`config.mk`:
```
export PLATFORM = sky130hd
export DESIGN_NAME = addressed_frame_receiver
export DESIGN_NICKNAME = d
export VERILOG_FILES = /design/src/hw/rtl/afr_pkg.sv /design/src/hw/rtl/afr_cfg_regs.sv /design/src/hw/rtl/afr_frame_fsm.sv /design/src/hw/rtl/addressed_frame_receiver.sv
export SDC_FILE = /design/constraint.sdc
export NUM_CORES = 1
export LEC_CHECK = 0
export ABC_AREA = 0
export BUFFER_PORTS_ARGS = -buffer_cell sky130_fd_sc_hd__buf_2
export CAP_MARGIN = 5
export CORE_UTILIZATION = 45
export CTS_CLUSTER_SIZE = 30
export DETAILED_ROUTE_END_ITERATION = 10
export PLACE_DENSITY_LB_ADDON = 0.08
export SLEW_MARGIN = 20
export SYNTH_ARGS = -nofsm -noshare
export SYNTH_HDL_FRONTEND = slang
export SYNTH_HIERARCHICAL = 1
export SYNTH_SLANG_ARGS = --single-unit
export TNS_END_PERCENT = 30
```
`constraint.sdc`:
```
create_clock -name aclk -period 8.63 [get_ports aclk]
set_input_delay 1.726 -clock aclk [delete_from_list [all_inputs] [get_ports aclk]]
set_output_delay 1.726 -clock aclk [all_outputs]
set_load 0.005 [all_outputs]
```
`src/hw/rtl/afr_pkg.sv`:
```
`timescale 1ns / 1ps

package afr_pkg;

    typedef enum logic [1:0] {
        PH_HUNT    = 2'd0,
        PH_HEADER  = 2'd1,
        PH_PAYLOAD = 2'd2
    } phase_t;

    localparam logic OP_BYTE = 1'b0;
    localparam logic OP_TICK = 1'b1;

    localparam logic [1:0] REG_NODE_ADDRESS      = 2'd0;
    localparam logic [1:0] REG_BROADCAST_ADDRESS = 2'd1;
    localparam logic [1:0] REG_START_BYTE        = 2'd2;
    localparam logic [1:0] REG_TIMEOUT_TICKS     = 2'd3;

    localparam logic [15:0] HDR_ADDRESS  = 16'd1;
    localparam logic [15:0] HDR_FUNCTION = 16'd2;
    localparam logic [15:0] HDR_LEN_LOW  = 16'd3;
    localparam logic [15:0] HDR_LEN_HIGH = 16'd4;

    localparam logic [7:0] ECHO_FUNCTION    = 8'hF1;
    localparam logic [7:0] ECHO_SUBFUNCTION = 8'hD2;

    typedef struct packed {
        logic [7:0] node_address;
        logic [7:0] broadcast_address;
        logic [7:0] start_byte;
        logic [3:0] timeout_ticks;
    } cfg_t;

    typedef struct packed {
        logic [7:0]  reply_second;
        logic [7:0]  reply_first;
        logic [7:0]  reply_function;
        logic [15:0] payload_length;
        logic [7:0]  subfunction;
        logic [7:0]  function_code;
    } result_t;

endpackage

```
`src/hw/rtl/afr_cfg_regs.sv`:
```
`timescale 1ns / 1ps

module afr_cfg_regs (
    input  logic          aclk,
    input  logic          aresetn,
    input  logic          cfg_valid,
    input  logic [1:0]    cfg_index,
    input  logic [7:0]    cfg_data,
    output afr_pkg::cfg_t cfg
);
    import afr_pkg::*;

    cfg_t cfg_reg;
    cfg_t cfg_next;

    always_comb begin
        cfg_next = cfg_reg;
        if (cfg_valid) begin
            case (cfg_index)
                REG_NODE_ADDRESS:      cfg_next.node_address      = cfg_data;
                REG_BROADCAST_ADDRESS: cfg_next.broadcast_address = cfg_data;
                REG_START_BYTE:        cfg_next.start_byte        = cfg_data;
                REG_TIMEOUT_TICKS:     cfg_next.timeout_ticks     = cfg_data[3:0];
                default:               cfg_next = cfg_reg;
            endcase
        end
    end

    always_ff @(posedge aclk) begin
        if (!aresetn) begin
            cfg_reg.node_address      <= 8'd1;
            cfg_reg.broadcast_address <= 8'd255;
            cfg_reg.start_byte        <= 8'h3A;
            cfg_reg.timeout_ticks     <= 4'd4;
        end else begin
            cfg_reg <= cfg_next;
        end
    end

    assign cfg = cfg_reg;

endmodule

```
`src/hw/rtl/afr_frame_fsm.sv`:
```
`timescale 1ns / 1ps

module afr_frame_fsm (
    input  logic             aclk,
    input  logic             aresetn,
    input  logic             step,
    input  logic             item_op,
    input  logic [7:0]       item_byte,
    input  afr_pkg::cfg_t    cfg,
    output logic             res_valid,
    output logic             res_reply,
    output afr_pkg::result_t res
);
    import afr_pkg::*;

    phase_t      phase_reg, phase_next;
    logic [15:0] idx_reg, idx_next;
    logic [7:0]  func_reg, func_next;
    logic [15:0] len_reg, len_next;
    logic [7:0]  addr_reg, addr_next;
    logic [7:0]  first_reg, first_next;
    logic        off_reg, off_next;
    logic [3:0]  tick_reg, tick_next;
    logic [3:0]  tick_inc;
    logic        in_payload;
    logic        echo;

    assign tick_inc   = tick_reg + 4'd1;
    assign in_payload = idx_reg < len_reg;

    always_comb begin
        phase_next = phase_reg;
        idx_next   = idx_reg;
        func_next  = func_reg;
        len_next   = len_reg;
        addr_next  = addr_reg;
        first_next = first_reg;
        off_next   = off_reg;
        tick_next  = tick_reg;
        if (step) begin
            if (item_op == OP_TICK) begin
                if (off_reg) begin
                    if (tick_inc == cfg.timeout_ticks) begin
                        off_next   = 1'b0;
                        tick_next  = 4'd0;
                        phase_next = PH_HUNT;
                        idx_next   = 16'd0;
                    end else begin
                        tick_next = tick_inc;
                    end
                end
            end else if (!off_reg) begin
                case (phase_reg)
                    PH_PAYLOAD: begin
                        if (in_payload) begin
                            if (idx_reg == 16'd0) begin
                                first_next = item_byte;
                            end
                            idx_next = idx_reg + 16'd1;
                        end else begin
                            phase_next = PH_HUNT;
                            idx_next   = 16'd0;
                        end
                    end
                    PH_HEADER: begin
                        idx_next = idx_reg + 16'd1;
                        case (idx_reg)
                            HDR_ADDRESS:  addr_next = item_byte;
                            HDR_FUNCTION: func_next = item_byte;
                            HDR_LEN_LOW:  len_next  = {len_reg[15:8], item_byte};
                            HDR_LEN_HIGH: len_next  = {item_byte, len_reg[7:0]};
                            default:      len_next  = len_reg;
                        endcase
                        if (idx_reg == HDR_LEN_HIGH) begin
                            idx_next = 16'd0;
                            if (addr_reg == cfg.node_address ||
                                addr_reg == cfg.broadcast_address) begin
                                phase_next = PH_PAYLOAD;
                            end else begin
                                phase_next = PH_HUNT;
                                off_next   = 1'b1;
                                tick_next  = 4'd0;
                            end
                        end
                    end
                    default: begin
                        if (item_byte == cfg.start_byte) begin
                            phase_next = PH_HEADER;
                            idx_next   = HDR_ADDRESS;
                        end else begin
                            phase_next = PH_HUNT;
                        end
                    end
                endcase
            end
        end
    end

    always_comb begin
        res_valid = step && (item_op == OP_BYTE) && !off_reg &&
                    (phase_reg == PH_PAYLOAD) && !in_payload;
        echo      = (func_reg == ECHO_FUNCTION) && (first_reg == ECHO_SUBFUNCTION);
        res_reply = echo;
        res.function_code  = func_reg;
        res.subfunction    = first_reg;
        res.payload_length = len_reg;
        res.reply_function = echo ? ECHO_FUNCTION : 8'd0;
        res.reply_first    = echo ? ECHO_SUBFUNCTION : 8'd0;
        res.reply_second   = echo ? cfg.node_address : 8'd0;
    end

    always_ff @(posedge aclk) begin
        if (!aresetn) begin
            phase_reg <= PH_HUNT;
            idx_reg   <= 16'd0;
            func_reg  <= 8'd0;
            len_reg   <= 16'd0;
            addr_reg  <= 8'd0;
            first_reg <= 8'd0;
            off_reg   <= 1'b0;
            tick_reg  <= 4'd0;
        end else begin
            phase_reg <= phase_next;
            idx_reg   <= idx_next;
            func_reg  <= func_next;
            len_reg   <= len_next;
            addr_reg  <= addr_next;
            first_reg <= first_next;
            off_reg   <= off_next;
            tick_reg  <= tick_next;
        end
    end

endmodule

```
`src/hw/rtl/addressed_frame_receiver.sv`:
```
`timescale 1ns / 1ps

// Channel   | Direction | Payload
// ----------+-----------+------------------------------------------------------
// s_axis    | in        | tdata: data_byte; tuser: operation
// m_axis    | out       | tdata: function_code .. reply_second; tuser: reply_valid
// cfg       | in        | cfg_index selects the register, cfg_data is written
//
// An accepted item is held in the input register, then updates the frame
// state and, when it completes a frame, loads the result register.
// One item per cycle is sustained while the result side takes what it is given.
// Reset is synchronous on aresetn low and clears the valid flags of both registers
// and the frame state.
// A stalled result holds the result register; the input register then fills and
// s_tready drops until the result is taken.

module addressed_frame_receiver (
    input  logic        aclk,
    input  logic        aresetn,
    input  logic        s_tvalid,
    output logic        s_tready,
    input  logic [7:0]  s_tdata,   // [7:0] data_byte
    input  logic        s_tuser,   // [0] operation
    output logic        m_tvalid,
    input  logic        m_tready,
    // [7:0] function_code, [15:8] subfunction, [31:16] payload_length,
    // [39:32] reply_function, [47:40] reply_first, [55:48] reply_second
    output logic [55:0] m_tdata,
    output logic        m_tuser,   // [0] reply_valid
    input  logic        cfg_valid,
    output logic        cfg_ready,
    input  logic [1:0]  cfg_index,
    input  logic [7:0]  cfg_data
);
    import afr_pkg::*;

    logic       in_valid_reg, in_valid_next;
    logic       in_op_reg;
    logic [7:0] in_byte_reg;
    logic       out_valid_reg, out_valid_next;
    logic [55:0] out_data_reg;
    logic       out_user_reg;
    logic       advance;
    logic       in_take;
    logic       res_valid;
    logic       res_reply;
    result_t    res;
    cfg_t       cfg;

    assign cfg_ready = 1'b1;

    afr_cfg_regs u_cfg (
        .aclk      (aclk),
        .aresetn   (aresetn),
        .cfg_valid (cfg_valid),
        .cfg_index (cfg_index),
        .cfg_data  (cfg_data),
        .cfg       (cfg)
    );

    afr_frame_fsm u_fsm (
        .aclk      (aclk),
        .aresetn   (aresetn),
        .step      (advance),
        .item_op   (in_op_reg),
        .item_byte (in_byte_reg),
        .cfg       (cfg),
        .res_valid (res_valid),
        .res_reply (res_reply),
        .res       (res)
    );

    assign advance  = in_valid_reg && (!out_valid_reg || m_tready);
    assign s_tready = !in_valid_reg || advance;
    assign in_take  = s_tvalid && s_tready;

    always_comb begin
        in_valid_next = in_valid_reg;
        if (in_take) begin
            in_valid_next = 1'b1;
        end else if (advance) begin
            in_valid_next = 1'b0;
        end
        out_valid_next = out_valid_reg;
        if (advance && res_valid) begin
            out_valid_next = 1'b1;
        end else if (m_tready) begin
            out_valid_next = 1'b0;
        end
    end

    always_ff @(posedge aclk) begin
        if (!aresetn) begin
            in_valid_reg  <= 1'b0;
            out_valid_reg <= 1'b0;
        end else begin
            in_valid_reg  <= in_valid_next;
            out_valid_reg <= out_valid_next;
        end
    end

    always_ff @(posedge aclk) begin
        if (in_take) begin
            in_op_reg   <= s_tuser;
            in_byte_reg <= s_tdata;
        end
        if (advance && res_valid) begin
            out_data_reg <= res;
            out_user_reg <= res_reply;
        end
    end

    assign m_tvalid = out_valid_reg;
    assign m_tdata  = out_data_reg;
    assign m_tuser  = out_user_reg;

endmodule

```
# After elaboration in Yosys (flattened, before gate mapping)
# Index checks and enable logic that the tools add are counted.
[word_totals] ff_bits=159 in_bits=24 output_inout_bits=60
[classes] n_addsub=2 order_cmp=1 eq_ne=21 mux=38 bitwise_logic=4 n_reduce_logical=34
[op_table] cell="16-bit two-way mux" n=7
[op_table] cell="16-bit one-hot mux with 2 select lines" n=2
[op_table] cell="16-bit by 2-bit equality test with 1-bit output (second input constant)" n=2
[op_table] cell="6-bit AND reduction" n=5
[op_table] cell="4-bit two-way mux" n=7
[op_table] cell="8-bit equality test" n=3
[op_table] cell="16-bit by 1-bit adder with 16-bit output (second input constant)" n=1
[op_table] cell="16-bit by 1-bit equality test with 1-bit output (second input constant)" n=1
[op_table] cell="16-bit by 3-bit equality test with 1-bit output (second input constant)" n=1
[op_table] cell="8-bit equality test (second input constant)" n=2
[op_table] cell="16-bit zero test" n=1
[op_table] cell="16-bit less-than comparator" n=1
[op_table] cell="8-bit two-way mux" n=2
[op_table] cell="5-bit AND reduction" n=3
[op_table] cell="2-bit two-way mux" n=7
[op_table] cell="1-bit two-way mux" n=12
[op_table] cell="1-bit logical AND" n=8
[op_table] cell="2-bit AND reduction" n=4
[op_table] cell="2-bit nonzero test" n=4
[op_table] cell="2-bit equality test (second input constant)" n=3
[op_table] cell="2-bit inequality test (second input constant)" n=3
[op_table] cell="4-bit by 1-bit adder with 4-bit output (second input constant)" n=1
[op_table] cell="2-bit by 1-bit equality test with 1-bit output (second input constant)" n=2
[op_table] cell="4-bit equality test" n=1
[op_table] cell="other kinds (9)" n=17

# Longest topological paths before layout
# Gate-level depths: netlist (run 1).
[depth] depth_word=9 depth_mapped=10 depth_no_buf=9

# Cells and area by module
# The synthesis (run 1) kept the hierarchy.
[by_module_without_submodules] module="afr_frame_fsm" n_inst=1 cells_per_inst=438 area_per_inst_um2=3849.9
[by_module_without_submodules] module="addressed_frame_receiver" n_inst=1 cells_per_inst=81 area_per_inst_um2=2105.8
[by_module_without_submodules] module="afr_cfg_regs" n_inst=1 cells_per_inst=111 area_per_inst_um2=1132.3

# Least setup slack after synthesis (run 1)
# Ideal clock, no wire load.
[synth_path] kind="input port to flip-flop" from="input port m_tready" to="register out_data_reg[0] (netlist: m_tdata[0]) (enable)" setup_ps=472 arrival_ps=5034 slack_ps=3124 cell_stages=7 path_buffers=0 cell_sequence="nand2b_4 > and2_1 > nor3b_1 > nand2_1 > a31oi_1 > nand2_1 > nor2_1"
[synth_between] elab_chain_cells=7
[synth_rtl] element="start, declared" line="addressed_frame_receiver.sv:25" source="input logic m_tready,"
[synth_rtl] element="1-bit logical OR" line="addressed_frame_receiver.sv:73" source="assign advance = in_valid_reg && (!out_valid_reg || m_tready);"
[synth_rtl] element="1-bit logical AND" line="addressed_frame_receiver.sv:73"
[synth_rtl] element="net advance" line="addressed_frame_receiver.sv:43" source="logic advance;"
[synth_rtl] element="1-bit logical AND (3 in a row)" line="afr_frame_fsm.sv:100" source="res_valid = step && (item_op == OP_BYTE) && !off_reg &&"
[synth_rtl] element="1-bit logical AND" line="afr_frame_fsm.sv:101" source="(phase_reg == PH_PAYLOAD) && !in_payload;"
[synth_rtl] element="net res_valid" line="addressed_frame_receiver.sv:45" source="logic res_valid;"
[synth_rtl] element="1-bit logical AND" line="addressed_frame_receiver.sv:107" source="if (advance && res_valid) begin"
[synth_rtl] element="end signal, assigned" line="addressed_frame_receiver.sv:108" source="out_data_reg <= res;"
[synth_rtl] element="end, declared" line="addressed_frame_receiver.sv:41" source="logic [55:0] out_data_reg;"
# The timed path passes the listed nets, and every way through them passes these cells.
# A chain may end at the register's enable or synchronous reset.

# Worst setup path after layout (run 1)
[layout_path] from="input port m_tready" to="output port s_tready"
[layout_between] elab_chain_cells=3
[layout_rtl] element="1-bit logical OR" line="addressed_frame_receiver.sv:73"
[layout_rtl] element="1-bit logical AND" line="addressed_frame_receiver.sv:73"
[layout_rtl] element="1-bit logical OR" line="addressed_frame_receiver.sv:74" source="assign s_tready = !in_valid_reg || advance;"
[layout_rtl] element="end, declared" line="addressed_frame_receiver.sv:21" source="output logic s_tready,"
# Every way passes these cells.

==> results of run 1 <==
[power groups by stage]
stage	Combinational, mW	Clock [mW]	Sequential [mW]
after CTS	0.0504	0.780	0.802
after detailed placement	0.0501	0	0.819
after global routing	0.0553	0.811	0.803
after floorplan	0.0399	0	0.811
after global placement	0.0489	0	0.819
final	0.0503	0.765	0.802
[through the flow]
| step | instances | cell area, µm² | setup slack [ns] | total power, mW |
|---|---|---|---|---|
| 4_1_cts | 926 | 8160 | 4.71 | 1.63 |
| 2_1_floorplan | 636 | 7110 | 3.12 | 0.851 |
| 3_3_place_gp | 894 | 7560 | 4.56 | 0.868 |
| 6_report | 926 | 8170 | 4.69 | 1.62 |
| 5_1_grt | 926 | 8170 | 4.66 | 1.67 |
| 3_5_place_dp | 894 | 7560 | 4.44 | 0.869 |
[area by class of cell]
| class | count | area [µm²] | share of cell area [%] |
|---|---|---|---|
| clock buffers | 18 | 429 | 5.25 |
| clock inverters | 14 | 170 | 2.08 |
| inverters | 29 | 109 | 1.33 |
| multi-input cells | 411 | 2930 | 35.8 |
| flip-flops and latches | 159 | 3840 | 47.1 |
| well taps | 211 | 264 | 3.23 |
| repair buffers | 84 | 425 | 5.21 |
[worst max-delay path, cell delays in order]
cell,delay (ns)
buf_2,0.12
nor2b_4,0.16
nand2_1,0.07
buf_2,0.13
[Yosys cell counts (2+ instances only)]
| cell | count | area [µm²] |
|---|---|---|
| nor4bb_1 | 2 | 20.0 |
| or2_2 | 3 | 18.8 |
| buf_6 | 3 | 33.8 |
| xor2_1 | 10 | 87.6 |
| o21ai_0 | 8 | 40.0 |
| nor3_1 | 5 | 25.0 |
| o22ai_1 | 2 | 12.5 |
| or3_1 | 2 | 12.5 |
| a21oi_1 | 13 | 65.1 |
| nand2_1 | 47 | 176 |
| dfxtp_1 | 93 | 1860 |
| conb_1 | 2 | 7.51 |
| a21o_1 | 12 | 90.1 |
| buf_4 | 19 | 143 |
| mux2i_1 | 69 | 691 |
| o21a_1 | 3 | 22.5 |
| nand4b_1 | 4 | 35.0 |
| nor2_1 | 62 | 233 |
| edfxtp_1 | 66 | 1980 |
| ha_1 | 23 | 288 |
| and2_1 | 12 | 75.1 |
| nor4_2 | 2 | 25.0 |
| nand2b_1 | 5 | 31.3 |
| xnor2_1 | 20 | 175 |
| nand4_1 | 14 | 87.6 |
| a22o_1 | 9 | 78.8 |
| nand3b_1 | 3 | 22.5 |
| nor2b_1 | 19 | 119 |
| nand3_1 | 12 | 60.1 |
| o211ai_1 | 4 | 30.0 |
| inv_1 | 29 | 109 |
| and3_1 | 2 | 12.5 |
| buf_2 | 4 | 20.0 |
| or4_1 | 2 | 15.0 |
| and3b_1 | 2 | 17.5 |
| clkbuf_1 | 10 | 37.5 |
| a21boi_1 | 2 | 15.0 |
| nor4_1 | 4 | 25.0 |
[final timing paths]
path	endpoint	slack [ns]	depth (start not counted)
worst min register to register	m_tdata[9]$_DFFE_PP_	0.46	0
worst max register to register	u_fsm/idx_reg[13]$_SDFFE_PN0P_	5.46	8
worst max-delay path	s_tready	4.69	4
worst min-delay path	m_tdata[9]$_DFFE_PP_	0.46	0
[kinds of logic (layout without fill, tap and decap cells)]
logic type                 after synthesis  count (layout)
AOI/OAI and AO/OA                       63              63
xor gates and xnor gates                30              30
adders and majority gates               23              23
buffers and inverters                   66             145
DFF                                    159             159
muxes                                   69              69
other                                    2               8
and+or+nand+nor                        218             218
[cells in the final DEF (no fill, tap or decap), types with 5 or more instances in the layout]
cell type  instances
edfxtp_1          66
nand2_1           47
inv_1             29
dfxtp_1           93
o21ai_0            8
nor3_1             5
clkbuf_16         17
nand4_1           14
ha_1              23
a21oi_1           13
and2_1            12
a21o_1            12
buf_2             82
xor2_1            10
nand2b_1           5
xnor2_1           20
nor2b_1           19
nand3_1           12
a22o_1             9
conb_1             8
nor2_1            61
mux2i_1           69
[routing by layer]
| layer | global-route usage (%) | vias up | wire [µm] |
|---|---|---|---|
| met4 | 6.79 | 0 | 103 |
| met2 | 31.2 | 114 | 7180 |
| met1 | 26.5 | 2264 | 7230 |
| met5 | 0 | - | 0 |
| li1 | - | 2351 | - |
| met3 | 4.69 | 9 | 624 |
==> impl_metrics.py, run 1 <==
metrics = {
    "outcome": {
        "outcome": "finished clean",
    },
    "logic_synthesis": {
        "synth_seq_cells": 159,
        "synthMuxAreaShare_pct": 9.74,
        "yosysSeqAreaShare_pct": 54.2,
        "synth_top_family_by_area": "simple AND/OR/NAND/NOR gates",
        "syn_area_per_cell_um2": 11.3,
        "ys.flop_type": "dfxtp_1",
        "synth_compound_area_share_pct": 6.35,
        "synth.cell_area_um2": 7090,
        "async_flop_share_pct": 0,
        "synth_xor_xnor_area_share_pct": 3.71,
        "yosysWarnings": 6,
        "yosysUniqueCellTypes": 65,
        "synth_edf_count": 66,
        "syn_inst": 630,
        "synthSimpleGateAreaFrac_pct": 16.8,
        "synthAdderAreaFrac_pct": 4.06,
    },
    "clocking": {
        "clkSinkCount": 159,
        "clockBufferDepth": 2,
        "clk_pin_slew_worst_paths_ns": 0.07,
        "postCtsSetupBuffers": 0,
        "ctsResizeCount": 0,
        "cts_hold_buf": 0,
        "htree_levels": 4,
        "insertion_delay_ns": 0.44,
        "cts-root-buf": "clkbuf_16",
        "cts_buffers": 17,
        "cts_tree": "built",
    },
    "detailed_routing": {
        "dr.pass1.iters": 5,
        "viasPerCell": 5.12,
        "via_count": 4738,
        "drt-initial-drc-count": 324,
        "drt-wirelength-per-cell_um": 16.3,
        "remaining_drc_errors": 0,
        "postRouteWirelength_um": 15100,
        "postRouteAntennaNets": 0,
    },
    "floorplan": {
        "io_pins": 84,
        "row_count": 45,
        "dieArea_um2": 16300,
        "die_x_um": 128,
        "die_y_um": 128,
        "start_util_pct": 46.3,
        "core_area_um2": 15300,
    },
    "setup_path": {
        "timing.rr.start": "u_fsm/idx_reg[13]$_SDFFE_PN0P_",
        "worst_setup_path_start_kind": "input pin",
        "cp_max_fo": 3,
        "worst-setup-path-type": "in -> out",
        "end_kind": "output pin",
        "crit_start": "m_tready",
        "cp.arrival_ns": 2.21,
        "cp_data_required_time_ns": 6.90,
    },
    "sta": {
        "finalCriticalPeriod_ns": 3.94,
        "hold_ws_ns": 0.459,
        "rsz0062_at_grt": "no",
        "final_max_slew_viol_count": 0,
        "tightest_slew_ns": 0.951,
        "hold_viol": 0,
        "relSlewSlack_pct": 36.5,
        "clock.fmax_ghz": 0.254,
        "finClkSkew_ns": 0.0163,
        "fin_setup_tns_ns": 0,
        "finalCritPeriodShare_pct": 45.6,
        "finalSetupViolCount": 0,
    },
    "global_routing": {
        "grt_pass1_vias": 4560,
        "grt_pass1_wl_um": 24100,
        "antenna_found_initial": 0,
        "grt_max_degree": 58,
        "grt.overflow.total": 0,
        "track_usage_pct": 19.7,
    },
    "place": {
        "io_buffers": 82,
        "place_hpwl_um": 10600,
        "gp_congestion": 0.873,
    },
    "power": {
        "powerDensity_nw_per_um2": 198,
        "clkPwrFrac_pct": 47.3,
        "ir_drop_mv": 0.120,
        "switching_share_pct": 23.0,
        "p_sw_mw": 0.371,
        "pwr-share-comb_pct": 3.1,
        "p_seq_share_pct": 49.6,
        "p_leak_nw": 3.25,
        "power.internal_mw": 1.25,
    },
    "min_path": {
        "hp-class": "reg -> reg",
        "hold_start": "u_fsm/first_reg[1]$_SDFFE_PN0P_",
    },
    "layout": {
        "largest_reg_flops": 56,
        "num-fill-cells": 1384,
        "diodes": 0,
        "fin_nets": 749,
        "final_util_pct": 53.3,
        "syn_to_final_growth_pct": 15.2,
        "drive_gt1_share_pct": 19.3,
    },
    "run": {
        "max_cap_viol_count": 0,
    },
}
(Power assumes the default switching activity.)
==> run 2: changes to the inputs <==
==> constraint.sdc (replaced) <==
create_clock -name aclk -period 3.3 [get_ports aclk]
set_input_delay 0.66 -clock aclk [delete_from_list [all_inputs] [get_ports aclk]]
set_output_delay 0.66 -clock aclk [all_outputs]
set_load 0.005 [all_outputs]
==> run 2 against run 1 <==
Compared with the run above: combinational power grew to 2.7 times the previous value; sequential share of layout area hardly changed; clock power up 140%; largest power group unchanged; highest routed layer unchanged; final area hardly changed.
==> impl_metrics.py, run 2 (synthesis gave the netlist of run 1 again) <==
metrics = {
    "clocking": {
        "clkSinkCount": 159,
        "ctsResizeCount": 0,
        "clockBufferDepth": 2,
        "cts_hold_buf": 0,
        "postCtsSetupBuffers": 0,
        "htree_levels": 4,
        "cts_tree": "built",
        "clk_pin_slew_worst_paths_ns": 0.06,
        "cts_buffers": 17,
        "insertion_delay_ns": 0.43,
        "cts-root-buf": "clkbuf_16",
    },
    "layout": {
        "syn_to_final_growth_pct": 15.2,
        "final_common_cell": "dfxtp_1",
        "largest_reg_flops": 56,
        "drive_gt1_share_pct": 19.2,
        "fin_nets": 753,
        "diodes": 0,
        "layout_common_cells": "dfxtp_1 (93), buf_2 (82), mux2i_1 (69), edfxtp_1 (66), nor2_1 (61)",
    },
    "setup_path": {
        "crit_chain": "inv_1 -> ha_1 -> nand4_1 -> nor3_2 -> or4b_4 -> a31oi_1 -> nand2_1 -> nor2_4 -> buf_12",
        "worst_setup_path_start_kind": "flip-flop",
        "cp_data_required_time_ns": 3.40,
        "cp_max_fo": 57,
        "critPathBufInv": 2,
        "critical_path.max_stage_delay_ns": 0.51,
        "cp.arrival_ns": 2.93,
        "worst-setup-path-type": "reg -> reg",
        "r2r_cells": 9,
        "end_kind": "flip-flop",
        "timing.rr.start": "u_fsm/len_reg[15]$_SDFFE_PN0P_",
        "critPathTopFamily": "simple AND/OR/NAND/NOR gates",
        "critical_path.slowest_cell": "or4b_4",
        "r2r_setup_slack_ns": 0.47,
        "r2r-end": "m_tdata[26]$_DFFE_PP_",
    },
    "detailed_routing": {
        "postRouteWirelength_um": 15000,
        "via_count": 4705,
        "drt-wirelength-per-cell_um": 16.2,
        "remaining_drc_errors": 0,
        "postRouteAntennaNets": 0,
        "drt-initial-drc-count": 282,
        "viasPerCell": 5.06,
        "dr.pass1.iters": 4,
    },
    "sta": {
        "tightest_slew_ns": 0.840,
        "finClkSkew_ns": 0.0118,
        "hold_viol": 0,
        "finalCriticalPeriod_ns": 2.83,
        "relSlewSlack_pct": 43.8,
        "final_max_slew_viol_count": 0,
        "finalCritPeriodShare_pct": 85.9,
        "fin_setup_tns_ns": 0,
        "rsz0062_at_grt": "no",
        "clock.fmax_ghz": 0.353,
        "finalSetupViolCount": 0,
    },
    "min_path": {
        "whs_endpoint": "in_byte_reg[7]$_DFFE_PP_",
        "whs_path_depth": 1,
        "hp-class": "in -> reg",
        "hold_start": "s_tdata[7]",
    },
    "place": {
        "gp_congestion": 0.840,
        "place_hpwl_um": 10600,
        "io_buffers": 82,
    },
    "floorplan": {
        "die_x_um": 128,
        "io_pins": 84,
        "die_y_um": 128,
        "row_count": 45,
        "core_area_um2": 15300,
        "dieArea_um2": 16300,
        "start_util_pct": 46.3,
    },
    "global_routing": {
        "antenna_found_initial": 0,
        "grt.overflow.total": 0,
        "grt_pass1_wl_um": 23800,
        "grt_pass1_vias": 4564,
        "grt_max_degree": 58,
        "track_usage_pct": 19.3,
    },
    "power": {
        "powerDensity_nw_per_um2": 500,
        "totalPowerFinal_mw": 4.08,
        "p_leak_nw": 3.17,
        "ir_drop_mv": 0.319,
    },
    "outcome": {
        "outcome": "finished clean",
    },
    "run": {
        "max_cap_viol_count": 0,
    },
}
-- run 2: cell count changes in the layout (fill, tap and decap cells not counted), sizes merged --
cell      delta
buf          +4
bufinv       -1
clkbuf       +3
clkinv       +2
clkinvlp     +2
inv          -6
-- run 2: power breakdown --
part	total (mW)	switching (mW)	internal, mW
clock	1.85	0.789	1.06
sequential	2.10	0.0397	2.06
combinational	0.134	0.0773	0.0569
total	4.08	0.906	3.18
-- run 2: how the worst max path moves through the flow --
| stage | from | to | slack [ns] | cells after the start |
|---|---|---|---|---|
| after floorplan | u_fsm/len_reg[15]$_SDFFE_PN0P_ | m_tdata[0]$_DFFE_PP_ | 0.25 | 8 |
| after global placement | m_tready | m_tdata[11]$_DFFE_PP_ | 0.51 | 9 |
| after detailed placement | m_tready | m_tdata[34]$_DFFE_PP_ | 0.45 | 9 |
| after CTS | u_fsm/len_reg[15]$_SDFFE_PN0P_ | m_tdata[28]$_DFFE_PP_ | 0.47 | 9 |
| after global routing | u_fsm/len_reg[15]$_SDFFE_PN0P_ | m_tdata[45]$_DFFE_PP_ | 0.31 | 9 |
| final | u_fsm/len_reg[15]$_SDFFE_PN0P_ | m_tdata[26]$_DFFE_PP_ | 0.47 | 9 |
-- run 2: per-stage QoR --
step	setup slack, ns	std cells	hold slack [ns]	util, %	area, µm²
2_1_floorplan	0.254	636	0.421	-	7120
3_3_place_gp	0.505	898	0.443	49.7	7610
3_5_place_dp	0.454	898	0.448	49.7	7610
4_1_cts	0.466	930	0.393	53.3	8170
5_1_grt	0.315	930	0.396	53.3	8170
6_report	0.465	930	0.409	53.3	8170
-- run 2: layer usage --
layer	global-route usage (%)	vias up	wire length (µm)	part of all wire, %
li1	-	2355	-	-
met1	26.1	2230	7160	48
met2	30.8	107	7060	47
met3	3.69	13	623	4.1
met4	7.49	0	208	1.4
met5	0	-	0	0
-- run 2: final cells by class --
type	instances	area, µm²
clock buffer	21	450
clock inverter	11	109
fill	1396	7150
inverter	29	109
multi-input combinational	411	2920
sequential	159	3840
tap	211	264
timing repair buffer	88	468
-- run 2: worst register-to-register path, cell delays in order, from the launching register on --
cell and delay [ns]:
dfxtp_1 0.35, inv_1 0.05, ha_1 0.31, nand4_1 0.17
nor3_2 0.24, or4b_4 0.51, a31oi_1 0.29, nand2_1 0.15
nor2_4 0.12, buf_12 0.30
==> run 3: changes to the inputs <==
--- a/config.mk
+++ b/config.mk
@@ -8,6 +8,7 @@
 export ABC_AREA = 0
 export BUFFER_PORTS_ARGS = -buffer_cell sky130_fd_sc_hd__buf_2
 export CAP_MARGIN = 5
+export CORE_MARGIN = 2
 export CORE_UTILIZATION = 45
 export CTS_CLUSTER_SIZE = 30
 export DETAILED_ROUTE_END_ITERATION = 10
@@ -15,6 +16,5 @@
 export SLEW_MARGIN = 20
 export SYNTH_ARGS = -nofsm -noshare
 export SYNTH_HDL_FRONTEND = slang
-export SYNTH_HIERARCHICAL = 1
 export SYNTH_SLANG_ARGS = --single-unit
 export TNS_END_PERCENT = 30
==> run 3 against run 2 <==
Compared with the run above: clock power is 5% higher; power decreased by 3.3%; clock skew shrank 0.0040 ns; synthesized area decreased by 7.2%; register-to-register slack got worse by 0.05 ns; first-iteration DRC count grew 0.71%; die area fell by 4.0%; critical path type unchanged; largest power group is now clock; highest routed layer unchanged.
==> impl_metrics.py, run 3 <==
metrics = {
    "setup_path": {
        "r2r-end": "u_fsm.idx_reg[9]$_SDFFE_PN0P_",
        "cp_max_fo": 12,
        "crit_end": "u_fsm.idx_reg[9]$_SDFFE_PN0P_",
        "worst_setup_path_start_kind": "flip-flop",
        "critPathBufInv": 0,
        "timing.rr.start": "u_fsm.idx_reg[13]$_SDFFE_PN0P_",
        "crit_chain": "ha_1 -> a21oi_1 -> a2bb2oi_1 -> o311a_1 -> nand3_2 -> o21ai_2 -> nand2_1 -> o41ai_1",
        "worst-setup-path-type": "reg -> reg",
        "critical_path.max_stage_delay_ns": 0.50,
        "end_kind": "flip-flop",
        "cp_data_required_time_ns": 3.62,
        "r2r_setup_slack_ns": 0.42,
        "critPathTopFamily": "compound AO/OA/AOI/OAI gates",
        "r2r_cells": 8,
        "cp.depth": 8,
        "critical_path.slowest_cell": "o21ai_2",
        "cp.arrival_ns": 3.20,
        "crit_start": "u_fsm.idx_reg[13]$_SDFFE_PN0P_",
    },
    "outcome": {
        "outcome": "finished clean",
    },
    "logic_synthesis": {
        "yosysTopAreaCellShare_pct": 28.3,
        "synth.cell_area_um2": 6580,
        "synth_common_cells": "nand2_1 (101), dfxtp_1 (93), edfxtp_1 (50)",
        "synth_edf_count": 50,
        "yosysTopAreaCell": "dfxtp_1",
        "yosysSeqAreaShare_pct": 51.1,
        "yosysWarnings": 0,
        "ys.flop_type": "dfxtp_1",
        "async_flop_share_pct": 0,
        "yosysUniqueCellTypes": 59,
        "syn_area_per_cell_um2": 10.2,
        "yosys-top-cells-area": "dfxtp_1 (28%), edfxtp_1 (23%), mux2i_1 (5.8%)",
        "yosysMostFrequentCell": "nand2_1",
        "syn_inst": 645,
        "synth_seq_cells": 143,
    },
    "detailed_routing": {
        "wl_met2_um": 6990,
        "postRouteWirelength_um": 14800,
        "routed.top_layer": "met4",
        "viasPerCell": 5.20,
        "drt-met1-wl_um": 7100,
        "wl_met3_um": 438,
        "dr.pass1.iters": 5,
        "remaining_drc_errors": 0,
        "postRouteAntennaNets": 0,
        "drt-initial-drc-count": 284,
        "drt-wirelength-per-cell_um": 16.3,
        "via_count": 4714,
    },
    "layout": {
        "largest_reg_flops": 41,
        "fin_nets": 756,
        "final_common_cell": "nand2_1",
        "diodes": 0,
        "drive_gt1_share_pct": 17.4,
        "fin_cells": 907,
        "syn_to_final_growth_pct": 16.4,
        "layout_common_cells": "nand2_1 (101), dfxtp_1 (93), buf_2 (75), edfxtp_1 (50), nor2b_1 (40)",
    },
    "global_routing": {
        "grt_max_degree": 99,
        "antenna_found_initial": 0,
        "track_usage_pct": 19.5,
        "grt.overflow.total": 0,
        "grt_pass1_wl_um": 24000,
        "grt_pass1_vias": 4586,
    },
    "clocking": {
        "clk_pin_slew_worst_paths_ns": 0.06,
        "insertion_delay_ns": 0.42,
        "cts_tree": "built",
        "postCtsSetupBuffers": 0,
        "clkSinkCount": 143,
        "cts-root-buf": "clkbuf_16",
        "cts_hold_buf": 0,
        "ctsResizeCount": 0,
        "clockBufferDepth": 2,
        "cts_buffers": 17,
        "htree_levels": 4,
    },
    "place": {
        "gp_congestion": 0.840,
        "place_inst": 875,
        "place_hpwl_um": 10300,
        "io_buffers": 75,
        "preCtsSetupSlack_ns": 0.437,
    },
    "power": {
        "ir_drop_mv": 0.338,
        "p_leak_nw": 2.66,
        "powerDensity_nw_per_um2": 516,
    },
    "sta": {
        "setup_slack_ns": 0.419,
        "rsz0062_at_grt": "no",
        "finClkSkew_ns": 0.00779,
        "finalSetupViolCount": 0,
        "tightest_slew_ns": 0.905,
        "fin_setup_tns_ns": 0,
        "hold_viol": 0,
        "finalCritPeriodShare_pct": 87.3,
        "finalCriticalPeriod_ns": 2.88,
        "relSlewSlack_pct": 39.7,
        "clock.fmax_ghz": 0.347,
        "final_max_slew_viol_count": 0,
    },
    "floorplan": {
        "die_y_um": 125,
        "core_area_um2": 14400,
        "die_x_um": 125,
        "start_util_pct": 45.6,
        "io_pins": 84,
        "row_count": 44,
        "dieArea_um2": 15600,
    },
    "min_path": {
        "whs_path_depth": 1,
        "hp-class": "in -> reg",
    },
    "run": {
        "max_cap_viol_count": 0,
    },
}
## run 3: cell types whose count changed in the layout (fill, tap and decap cells not counted), sizes merged, moves of 6 or more
| cell | change |
|---|---|
| a21boi | +18 |
| nor2 | -50 |
| a22oi | +11 |
| nor2b | +20 |
| o31ai | +6 |
| a22o | -9 |
| nand2 | +54 |
| a21o | -12 |
| xnor2 | +6 |
| and3 | +9 |
| edfxtp | -16 |
| xor2 | -8 |
| nand3 | +18 |
| mux2i | -31 |
## run 3: power breakdown
part           switching (mW)  internal (mW)  leakage, nW
logic                  0.0684         0.0599         1.25
registers              0.0401           1.84         1.12
clock network           0.746           1.20        0.285
## run 3: stage by stage
stage / hold slack [ns] / utilization [%] / power, mW / cell area [µm²]
CTS: 0.401 / 53.1 / 3.99 / 7660
detailed placement: 0.440 / 49.0 / 2.05 / 7060
finish: 0.419 / 53.1 / 3.95 / 7660
global route: 0.399 / 53.1 / 4.09 / 7660
floorplan: 0.421 / - / 1.99 / 6620
global placement: 0.441 / 49.0 / 2.05 / 7060
## run 3: worst min-delay path by stage
stage / startpoint / to
final: s_tdata[0] / in_byte_reg[0]$_DFFE_PP_
after global routing: s_tdata[0] / in_byte_reg[0]$_DFFE_PP_
after CTS: s_tdata[0] / in_byte_reg[0]$_DFFE_PP_
after detailed placement: u_fsm.len_reg[11]$_SDFFE_PN0P_ / m_tdata[27]$_DFFE_PP_
after global placement: u_fsm.len_reg[5]$_SDFFE_PN0P_ / m_tdata[21]$_DFFE_PP_
after floorplan: u_fsm.func_reg[3]$_SDFFE_PN0P_ / m_tdata[3]$_DFFE_PP_
## run 3: layer usage
layer | GRT usage [%] | up-vias
met1 | 25.7 | 2239
met3 | 3.99 | 18
met5 | 0 | -
met4 | 6.86 | 0
met2 | 32.0 | 92
li1 | - | 2365
## run 3: cells by family (layout without fill, tap and decap cells)
| kind of cell | count (synthesis) | after routing | synth area share (%) |
|---|---|---|---|
| and+or+nand+nor | 258 | 258 | 20.5 |
| DFF | 143 | 143 | 51.1 |
| AOI/OAI and AO/OA | 84 | 84 | 9.20 |
| buffers and inverters | 69 | 141 | 5.06 |
| muxes | 38 | 38 | 5.78 |
| xor gates and xnor gates | 29 | 29 | 4.07 |
| adders and majority gates | 22 | 22 | 4.18 |
| other | 2 | 8 | 0.114 |
## run 3: area by class of cell
| cell class | instances | area (µm²) |
|---|---|---|
| clock buffers | 20 | 437 |
| clock inverters | 12 | 163 |
| fillers | 1294 | 6760 |
| inverters | 26 | 97.6 |
| multi-input cells | 439 | 2920 |
| flip-flops and latches | 143 | 3360 |
| well taps | 184 | 230 |
| repair buffers | 83 | 448 |
## run 3: worst reg2reg max path: stages (launching register included)
cell,delay [ns]
dfxtp_1,0.47
ha_1,0.31
a21oi_1,0.16
a2bb2oi_1,0.25
o311a_1,0.29
nand3_2,0.13
o21ai_2,0.50
nand2_1,0.33
o41ai_1,0.36
